--- src/rtl/pls_pkg.sv ---
`default_nettype none
package pls_pkg;

	localparam int TIME_W = 32;
	localparam int TEMP_W = 16;
	localparam int SEG_W = 5;
	localparam int CMD_W = 2;
	localparam int IDX_W = 4;
	localparam int MAX_POINTS_DEF = 16;

	localparam logic [CMD_W-1:0] CMD_WRITE = 2'd0;
	localparam logic [CMD_W-1:0] CMD_RESTART = 2'd1;
	localparam logic [CMD_W-1:0] CMD_TICK = 2'd2;

	typedef logic [TIME_W-1:0] time_t;
	typedef logic [TEMP_W-1:0] temp_t;

	typedef struct packed {
		time_t bp_time;
		temp_t bp_temp;
	} point_t;

endpackage
`default_nettype wire

--- src/rtl/pls_mem.sv ---
`default_nettype none
module pls_mem #(
	parameter int DEPTH = pls_pkg::MAX_POINTS_DEF,
	parameter int ADDR_W = $clog2(pls_pkg::MAX_POINTS_DEF)
) (
	input  wire                      clk,
	input  wire                      wr_en,
	input  wire  [ADDR_W-1:0]        wr_addr,
	input  wire  pls_pkg::point_t    wr_data,
	input  wire  [ADDR_W-1:0]        rd_addr,
	output pls_pkg::point_t          rd_data
);
	import pls_pkg::*;

	point_t mem [DEPTH];
	point_t rd_data_q;

	always_ff @(posedge clk) begin
		if (wr_en) begin
			mem[wr_addr] <= wr_data;
		end
	end

	always_ff @(posedge clk) begin
		rd_data_q <= mem[rd_addr];
	end

	assign rd_data = rd_data_q;

endmodule
`default_nettype wire

--- src/rtl/pls_div.sv ---
`default_nettype none
// Restoring divider, one quotient bit per cycle. The caller guarantees the
// quotient fits TEMP_W bits, so the upper dividend bits start as remainder.
module pls_div (
	input  wire                              clk,
	input  wire                              arst_n,
	input  wire                              start,
	input  wire  [pls_pkg::TIME_W+pls_pkg::TEMP_W-1:0] dividend,
	input  wire  [pls_pkg::TIME_W-1:0]       divisor,
	output logic                             done,
	output pls_pkg::temp_t                   quotient
);
	import pls_pkg::*;

	localparam int CNT_W = $clog2(TEMP_W) + 1;

	logic [TIME_W-1:0] rem_q;
	logic [TIME_W-1:0] dvs_q;
	logic [TEMP_W-1:0] lo_q;
	logic [CNT_W-1:0]  cnt_q;
	logic              run_q;
	logic              done_q;
	logic [TIME_W:0]   trial;
	logic              qbit;

	always_comb begin
		trial = {rem_q, lo_q[TEMP_W-1]} - {1'b0, dvs_q};
		qbit = ~trial[TIME_W];
	end

	always_ff @(posedge clk or negedge arst_n) begin
		if (!arst_n) begin
			run_q <= 1'b0;
			done_q <= 1'b0;
			cnt_q <= '0;
		end else begin
			done_q <= 1'b0;
			if (start) begin
				run_q <= 1'b1;
				cnt_q <= '0;
			end else if (run_q) begin
				cnt_q <= cnt_q + 1'b1;
				if (cnt_q == CNT_W'(TEMP_W - 1)) begin
					run_q <= 1'b0;
					done_q <= 1'b1;
				end
			end
		end
	end

	always_ff @(posedge clk) begin
		if (start) begin
			rem_q <= dividend[TIME_W+TEMP_W-1:TEMP_W];
			lo_q <= dividend[TEMP_W-1:0];
			dvs_q <= divisor;
		end else if (run_q) begin
			if (qbit) begin
				rem_q <= trial[TIME_W-1:0];
			end else begin
				rem_q <= {rem_q[TIME_W-2:0], lo_q[TEMP_W-1]};
			end
			lo_q <= {lo_q[TEMP_W-2:0], qbit};
		end
	end

	assign done = done_q;
	assign quotient = lo_q;

endmodule
`default_nettype wire

--- src/rtl/piecewise_linear_setpoint.sv ---
// A tick request searches from slot 0 and ends at slot k, below the points in use.
// Without interpolation the strobe is set as the search ends; when it interpolates,
// the MUL state and a serial divide follow first. The search reads one slot per
// cycle from the breakpoint memory. Write and restart requests never make it busy;
// a tick frees the input in its strobe cycle.
// Reset clears the elapsed time and sets points in use to 1; breakpoints stay.
`default_nettype none
module piecewise_linear_setpoint #(
	parameter int MAX_POINTS = pls_pkg::MAX_POINTS_DEF
) (
	input  wire                          clk,
	input  wire                          arst_n,
	input  wire                          start,
	output logic                         busy,
	input  wire  [pls_pkg::CMD_W-1:0]    cmd,
	input  wire  [pls_pkg::IDX_W-1:0]    point_index,
	input  wire  [pls_pkg::TIME_W-1:0]   point_time,
	input  wire  [pls_pkg::TEMP_W-1:0]   point_temp,
	input  wire                          cfg_we,
	input  wire  [pls_pkg::SEG_W-1:0]    cfg_wdata,
	output logic                         strobe,
	output logic [pls_pkg::TEMP_W-1:0]   setpoint,
	output logic [pls_pkg::SEG_W-1:0]    segment,
	output logic                         finished
);
	import pls_pkg::*;

	localparam int ADDR_W = $clog2(MAX_POINTS);

	typedef enum logic [3:0] {
		ST_IDLE   = 4'b0001,
		ST_SEARCH = 4'b0010,
		ST_MUL    = 4'b0100,
		ST_DIV    = 4'b1000
	} state_t;

	state_t            state_q;
	logic [SEG_W-1:0]  num_points_q;
	logic [SEG_W-1:0]  n_eff;
	logic [SEG_W-1:0]  n_q;
	time_t             elapsed_q;
	logic [SEG_W-1:0]  cmp_q;
	logic [SEG_W-1:0]  cmp_next;
	point_t            prev_q;
	point_t            cur_q;
	logic              up_q;

	logic              accept;
	logic              wr_en;
	logic [ADDR_W+IDX_W-1:0] wr_idx_ext;
	logic [ADDR_W+SEG_W-1:0] rd_idx_ext;
	logic [ADDR_W-1:0] rd_addr;
	point_t            wr_data;
	point_t            rd_data;
	logic              hit;

	time_t             into;
	time_t             span;
	temp_t             diff;
	logic [TIME_W+TEMP_W-1:0] prod;
	logic              div_start;
	logic              div_done;
	temp_t             quot;

	logic              strobe_q;
	temp_t             setpoint_q;
	logic [SEG_W-1:0]  segment_q;
	logic              finished_q;

	assign accept = start && (state_q == ST_IDLE);
	assign busy = (state_q != ST_IDLE);

	always_comb begin
		if (num_points_q == '0) begin
			n_eff = SEG_W'(1);
		end else if (32'(num_points_q) > MAX_POINTS) begin
			n_eff = SEG_W'(MAX_POINTS);
		end else begin
			n_eff = num_points_q;
		end
	end

	// breakpoint memory
	assign wr_idx_ext = {{ADDR_W{1'b0}}, point_index};
	assign wr_en = accept && (cmd == CMD_WRITE) && (32'(point_index) < MAX_POINTS);
	assign wr_data = '{bp_time: point_time, bp_temp: point_temp};
	assign cmp_next = cmp_q + 1'b1;
	assign rd_idx_ext = {{ADDR_W{1'b0}}, cmp_next};
	assign rd_addr = (state_q == ST_SEARCH) ? rd_idx_ext[ADDR_W-1:0] : '0;

	pls_mem #(
		.DEPTH  (MAX_POINTS),
		.ADDR_W (ADDR_W)
	) u_mem (
		.clk     (clk),
		.wr_en   (wr_en),
		.wr_addr (wr_idx_ext[ADDR_W-1:0]),
		.wr_data (wr_data),
		.rd_addr (rd_addr),
		.rd_data (rd_data)
	);

	assign hit = rd_data.bp_time > elapsed_q;

	// interval math: t0 <= elapsed < t1, so the quotient never exceeds diff
	always_comb begin
		into = elapsed_q - prev_q.bp_time;
		span = cur_q.bp_time - prev_q.bp_time;
		diff = up_q ? (cur_q.bp_temp - prev_q.bp_temp) : (prev_q.bp_temp - cur_q.bp_temp);
		prod = (TIME_W+TEMP_W)'(into) * (TIME_W+TEMP_W)'(diff);
	end

	assign div_start = (state_q == ST_MUL);

	pls_div u_div (
		.clk      (clk),
		.arst_n   (arst_n),
		.start    (div_start),
		.dividend (prod),
		.divisor  (span),
		.done     (div_done),
		.quotient (quot)
	);

	always_ff @(posedge clk or negedge arst_n) begin
		if (!arst_n) begin
			state_q <= ST_IDLE;
			num_points_q <= SEG_W'(1);
			elapsed_q <= '0;
			strobe_q <= 1'b0;
			cmp_q <= '0;
			n_q <= SEG_W'(1);
		end else begin
			strobe_q <= 1'b0;
			if (cfg_we) begin
				num_points_q <= cfg_wdata;
			end
			case (state_q)
				ST_IDLE: begin
					if (accept && cmd == CMD_RESTART) begin
						elapsed_q <= '0;
					end else if (accept && cmd == CMD_TICK) begin
						if (elapsed_q != '1) begin
							elapsed_q <= elapsed_q + 1'b1;
						end
						cmp_q <= '0;
						n_q <= n_eff;
						state_q <= ST_SEARCH;
					end
				end
				ST_SEARCH: begin
					if (hit) begin
						if (cmp_q == '0) begin
							strobe_q <= 1'b1;
							state_q <= ST_IDLE;
						end else begin
							state_q <= ST_MUL;
						end
					end else if (cmp_next == n_q) begin
						strobe_q <= 1'b1;
						state_q <= ST_IDLE;
					end else begin
						cmp_q <= cmp_next;
					end
				end
				ST_MUL: begin
					state_q <= ST_DIV;
				end
				ST_DIV: begin
					if (div_done) begin
						strobe_q <= 1'b1;
						state_q <= ST_IDLE;
					end
				end
				default: begin
					state_q <= ST_IDLE;
				end
			endcase
		end
	end

	always_ff @(posedge clk) begin
		case (state_q)
			ST_SEARCH: begin
				if (hit) begin
					segment_q <= cmp_q;
					finished_q <= 1'b0;
					cur_q <= rd_data;
					up_q <= rd_data.bp_temp >= prev_q.bp_temp;
					// before the first breakpoint: hold its temperature
					setpoint_q <= rd_data.bp_temp;
				end else begin
					prev_q <= rd_data;
					if (cmp_next == n_q) begin
						segment_q <= n_q;
						finished_q <= 1'b1;
						setpoint_q <= rd_data.bp_temp;
					end
				end
			end
			ST_DIV: begin
				if (div_done) begin
					setpoint_q <= up_q ? (prev_q.bp_temp + quot) : (prev_q.bp_temp - quot);
				end
			end
			default: begin
			end
		endcase
	end

	assign strobe = strobe_q;
	assign setpoint = setpoint_q;
	assign segment = segment_q;
	assign finished = finished_q;

endmodule
`default_nettype wire

--- config.mk ---
export PLATFORM = sky130hd
export DESIGN_NAME = piecewise_linear_setpoint
export DESIGN_NICKNAME = d
export VERILOG_FILES = /design/src/rtl/pls_pkg.sv /design/src/rtl/pls_mem.sv /design/src/rtl/pls_div.sv /design/src/rtl/piecewise_linear_setpoint.sv
export SDC_FILE = /design/constraint.sdc
export NUM_CORES = 2
export LEC_CHECK = 0
export BUFFER_PORTS_ARGS = -buffer_cell sky130_fd_sc_hd__buf_2
export CELL_PAD_IN_SITES_DETAIL_PLACEMENT = 2
export CELL_PAD_IN_SITES_GLOBAL_PLACEMENT = 2
export CORE_MARGIN = 5
export CORE_UTILIZATION = 37
export CTS_BUF_LIST = sky130_fd_sc_hd__clkbuf_4
export DETAILED_ROUTE_END_ITERATION = 12
export PLACE_DENSITY = 0.75
export SLEW_MARGIN = 20
export SYNTH_ARGS = -nofsm -noshare
export SYNTH_HDL_FRONTEND = slang
export SYNTH_SLANG_ARGS = --single-unit
--- constraint.sdc ---
create_clock -name clk -period 9.8 [get_ports clk]
set_input_delay 0.98 -clock clk [delete_from_list [all_inputs] [get_ports clk]]
set_output_delay 0.98 -clock clk [all_outputs]
set_load 0.01 [all_outputs]
### Yosys cells after proc, flatten, opt, wreduce, memory -nomap -nowiden

Memory sizes are Yosys's and may differ from the RTL's. A register that Yosys moved wholly into a read port is not among the register bits.
Cells that the tools add are included.
Widths: inputs -> output; s select.

* register bits after elaboration: 258
* latch bits: 0
* RAM bits: 768
* ROM bits: 0
* word-level logic and storage cells: 122
* memories kept: 1

Memory list
* u_mem.mem: words 16, width 48, rd ports 1, clocked after Yosys merged registers in 1, write ports 1, RTL line pls_mem.sv:15 `point_t mem [DEPTH];`

* $add $sub $neg: 10
* multiply operators: 1
* div/mod/pow operators: 0
* magnitude comparators: 3
* eq/ne operators: 16
* shift-type cells: 0
* muxes and demuxes: 47
* bitwise operators: 3
* reductions and logical operators: 21

Operator list (number)
* $mux 32: 6
* $mux 16: 7
* $sub 32x32->32: 2
* $mux 5: 10
* $mul 32x16->48: 1
* $sub 16x16->16: 3
* $sub 33x32->33: 1
* $add 32x1->32 const B: 1
* $gt 32x32->1: 1
* $ne 32x32->1 const B: 1
* $pmux 16 s2: 1
* $mux 4: 6
* $add 16x16->16: 1
* $ge 16x16->1: 1
* $pmux 4 s4: 1
* $mux 1: 13
* $reduce_bool 2->1: 6
* $add 5x1->5 const B: 2
* $logic_not 5->1: 2
* $pmux 5 s2: 1
* $reduce_and 3->1: 3
* $ne 2x2->1 const B: 3
* $reduce_and 2->1: 3
* $eq 5x4->1 const B: 1
* other kinds (18): 24

### Longest topological paths before layout

* depth in word-level cells: 6
* depth in mapped cells: 37

### Cells and area by module

From an unflattened synthesis, not the netlist that was laid out.

* cells, all modules: 4954
* area total of the unflattened synthesis: 63988.9 µm²

Modules (own cells, without submodules)
* pls_mem: instances 1, cells each 1242, area an instance 29691.0 µm², seq. area each 24023.0 µm²
* piecewise_linear_setpoint: instances 1, cells each 3230, area an instance 28984.0 µm², seq. area each 4878.4 µm²
* pls_div: instances 1, cells each 482, area an instance 5313.8 µm², seq. area each 2577.5 µm²

### Worst setup path after synthesis

No wires, ideal clock.

* kind: flip-flop to flip-flop
* from: register elapsed_q[0]
* to: register u_div.rem_q[30] (data pin)
* library setup time: 0.270 ns
* arrival time: 8.087 ns
* setup slack: 1.443 ns
* cell stages (with the launch flop): 34
* path buffers: 0
* clock period less this slack: 8.357 ns
* cell sequence: dfrtp_1 -> inv_1 -> ha_1 -> fa_1 -> nor2b_1 -> o21a_1 -> o21a_1 -> o21ai_1 -> a21oi_1 -> a211o_1 -> xor2_1 -> nand2_1 -> fa_1 -> inv_1 -> fa_1 -> inv_1 -> fa_1 -> inv_1 -> fa_1 -> fa_1 -> inv_1 -> fa_1 -> inv_1 -> ha_1 -> nand2_1 -> o311ai_0 -> o221a_2 -> a211oi_1 -> o21bai_1 -> nand4_1 -> a31oi_1 -> a41oi_1 -> xor2_1 -> mux2i_1

* word-level cells in the longest chain between the ends: 3

RTL lines
* start, declared: RTL line piecewise_linear_setpoint.sv:41 `time_t elapsed_q;`
* start signal, assigned: RTL line piecewise_linear_setpoint.sv:144 `elapsed_q <= elapsed_q + 1'b1;`
* $sub 32x32->32: RTL line piecewise_linear_setpoint.sv:107 `into = elapsed_q - prev_q.bp_time;`
* $mul 32x16->48: RTL line piecewise_linear_setpoint.sv:110 `prod = (TIME_W+TEMP_W)'(into) * (TIME_W+TEMP_W)'(diff);`
* $mux 32: RTL line pls_div.sv:52 `if (start) begin`
* end signal, assigned: RTL line pls_div.sv:53 `rem_q <= dividend[TIME_W+TEMP_W-1:TEMP_W];`
* end signal, assigned: RTL line pls_div.sv:58 `rem_q <= trial[TIME_W-1:0];`
* end signal, assigned: RTL line pls_div.sv:60 `rem_q <= {rem_q[TIME_W-2:0], lo_q[TEMP_W-1]};`
* end, declared: RTL line pls_div.sv:17 `logic [TIME_W-1:0] rem_q;`

No other way between the ends.
A chain may end at the register's enable or synchronous reset.

### Worst setup path after layout

* from: register elapsed_q[0]
* to: register u_div.rem_q[29] (data pin)

Same word-level chain as after synthesis.

==> key figures <==
Run status
  – Outcome: complete, no violations

CTS
  – H-tree levels: 5
  – Later-pin clock latency in the skew report: 1280 ps
  – Num CTS Buffers: 296
  – Clock Sinks: 1074
  – CTS tree: built
  – Maximum clock path buffer count: 4
  – Clock-pin slew of the registers on the worst-case setup and hold paths: 90 ps
  – Root Buffer: clkbuf_4

STA
  – Endpoints failing setup: 0
  – FMAX: 107 MHz
  – Final Hold Fails: 0
  – Crit path time final: 9330 ps
  – Pins Over Slew Limit: 0
  – Slew headroom: 23.2%
  – Unrepaired setup endpoints after global routing: no
  – Hold_ws: 115 ps
  – Least-Margin Pin Slew: 1150 ps
  – Final period utilization: 95.2%
  – Post-Route Skew: 91.5 ps

Floorplan
  – Die height: 431 um
  – Top-level port count: 87
  – Initial Util: 37.2%
  – Number of cell rows: 154
  – Die area: 186000 um^2
  – Die width: 431 um
  – Core area: 176000 um^2

GRT
  – Largest net degree at the start of global routing: 98
  – Gr ovfl total: 0
  – Vias in the first global route: 53600
  – Initial antenna violation count: 24
  – Gr usage total: 23.9%
  – First-pass GRT wire length: 340 mm

Detailed routing
  – Final ANT Viol Nets: 0
  – 1st-pass router iterations: 5
  – Via density: 5.54
  – DR vias: 46800
  – DR DRC count: 0
  – Drt initial violations: 3130
  – DR WL/cell: 26.7 um
  – Total wire length: 225 mm

Cells and area
  – Net count, final: 6702
  – P&R area growth vs syn: 11.6%
  – Most frequent cells in the layout: edfxtp_1 (967), inv_1 (654), nand2_1 (531)
  – Final core occ: 41.5%
  – Share of post-route cells with drive strength above 1: 15.8%
  – Fill count: 18200
  – Commonest non-fill, non-tap cell in the layout: edfxtp_1

Critical path
  – Critical path type: reg -> reg
  – Data required time of the worst path: 10720 ps
  – Top Family by Delay on Critical Path: adder cells
  – Max incr delay on CP: 560 ps
  – Worst path slowest cell: fa_1
  – Crit path max fanout: 16
  – Critical path endpoint category: register
  – Startpoint class of the critical path: register
  – Most frequent CP cell: fa_1
  – Crit path buf inv count: 8
  – Critical path data arrival time: 10250 ps

Yosys
  – Seq/Total Area, Yosys: 48.0%
  – Number of distinct library cells after synthesis: 80
  – Cell area after synthesis: 65600 um^2
  – Cells after Synth: 5612
  – Asr flop ratio synth: 5.49%
  – Synth Flop Type: edfxtp_1
  – Number of enable flip-flop cells after synthesis: 967
  – Syn Nets: 6412
  – Yosys reg bits: 1074
  – Syn avg cell area: 11.7 um^2
  – Synth warnings: 0

Power and ir drop
  – Cell leakage power: 29.2 nW
  – VDD IR-drop max: 840 uV
  – Total power: 0.0199 W
  – Power Density: 272 nW/um^2

Placed design
  – Detail Placement HPWL: 149 mm
  – PortBufs: 86
  – Placer Congestion: 0.857

Min path
  – Worst hold-check path type: in -> reg

Job
  – Max-cap viol count: 0
==> flip-flops by register name, summed over array words and instances (netlist names), 4 cells and up <==
signal	flops
u_div.rem_q	32
num_points_q	5
cmp_q	5
u_div.quotient	16
u_mem.mem	768
prev_q	48
setpoint	16
segment	5
elapsed_q	32
u_div.cnt_q	5
n_q	5
u_mem.rd_data	48
u_div.dvs_q	32
cur_q	48
state_q	4
==> per-stage QoR <==
stage | instances | TNS (ps) | worst slack (ps) | instance area [um^2]
6_report | 8446 | 0 | 473 | 73200
5_1_grt | 8440 | 0 | 16.4 | 73200
4_1_cts | 8425 | 0 | 109 | 73000
3_5_place_dp | 7921 | -135 | -105 | 69300
3_3_place_gp | 7921 | 0 | 186 | 69300
2_1_floorplan | 5612 | 0 | 1440 | 65600
==> layout make-up <==
class | count | area (um^2) | share of cell area (%)
tap | 2340 | 2930 | 4.00
timing repair buffer | 249 | 1720 | 2.35
inverter | 657 | 2470 | 3.37
multi-input combinational | 3624 | 31100 | 42.4
clock buffer | 416 | 3120 | 4.27
clock inverter | 71 | 357 | 0.487
sequential | 1074 | 31500 | 43.0
antenna | 15 | 37.5 | 0.0513
==> worst register-to-register path, delay by kind of cell (launching register included) <==
kind / cells / cell delay [ps]
simple gates: 9 / 1470
xor+xnor: 1 / 170
fa+ha+maj: 9 / 4140
buf+inv: 8 / 840
compound gates: 8 / 1770
mux: 1 / 220
flops: 1 / 430
==> worst paths after layout <==
path                                    from  depth (start not counted)  slack [ps]          endpoint
setup reg to reg                elapsed_q[0]                         36         470   u_div.rem_q[29]
setup / recovery                elapsed_q[0]                         36         470   u_div.rem_q[29]
max in group asynchronous             arst_n                          3        8740          cmp_q[0]
hold / removal                point_time[27]                          1         110  u_mem.mem[7][43]
hold reg to reg            u_mem.rd_data[19]                          0         450        prev_q[19]
min in group asynchronous             arst_n                          3         460          cmp_q[2]
==> report_power, final <==
| group | internal [W] | total, W | switching, W |
|---|---|---|---|
| sequential | 0.00501 | 0.00505 | 0.0000320 |
| combinational | 0.00419 | 0.0108 | 0.00661 |
| clock | 0.00202 | 0.00404 | 0.00201 |
==> cell families (layout without fill, tap and decap cells) <==
kind of cell,Yosys count,after routing,share of synthesized area [%]
AOI/OAI and AO/OA,1069,1069,10.3
xor gates and xnor gates,226,226,3.03
adders and majority gates,737,737,18.9
buffers and inverters,914,1393,5.32
DFF,1074,1074,48.0
muxes,349,349,5.72
other,0,15,0
and+or+nand+nor,1243,1243,8.71
==> metal layers <==
metal	global-route usage [%]	wire length (um)	vias to the layer above	part of all wire, %
li1	-	-	20400	-
met4	6.87	5680	10	2.5
met5	0	84	-	0.037
met1	29.5	93500	24700	42
met3	3.73	10300	400	4.6
met2	43.4	116000	1356	51
==> cells in the mapped netlist, types with 78 or more instances <==
library cell | number | share of area [%]
a21o_1 | 100 | 1.1
a21oi_1 | 400 | 3.1
clkbuf_1 | 222 | 1.3
edfxtp_1 | 967 | 44
fa_1 | 424 | 13
ha_1 | 313 | 6.0
inv_1 | 656 | 3.8
mux2_2 | 207 | 3.6
mux2i_1 | 142 | 2.2
nand2_1 | 534 | 3.1
nand2b_1 | 78 | 0.74
nor2_1 | 277 | 1.6
o21ai_0 | 211 | 1.6
xnor2_1 | 143 | 1.9
xor2_1 | 82 | 1.1
==> what timing repair did <==
action	in CTS	in global routing
hold endpoints to repair	114	0
pin swaps	0	2
resized for setup	3	19
endpoints found under the setup margin	4	13
hold buffers	17	0
setup buffers	0	6
(Power assumes the default switching activity.)
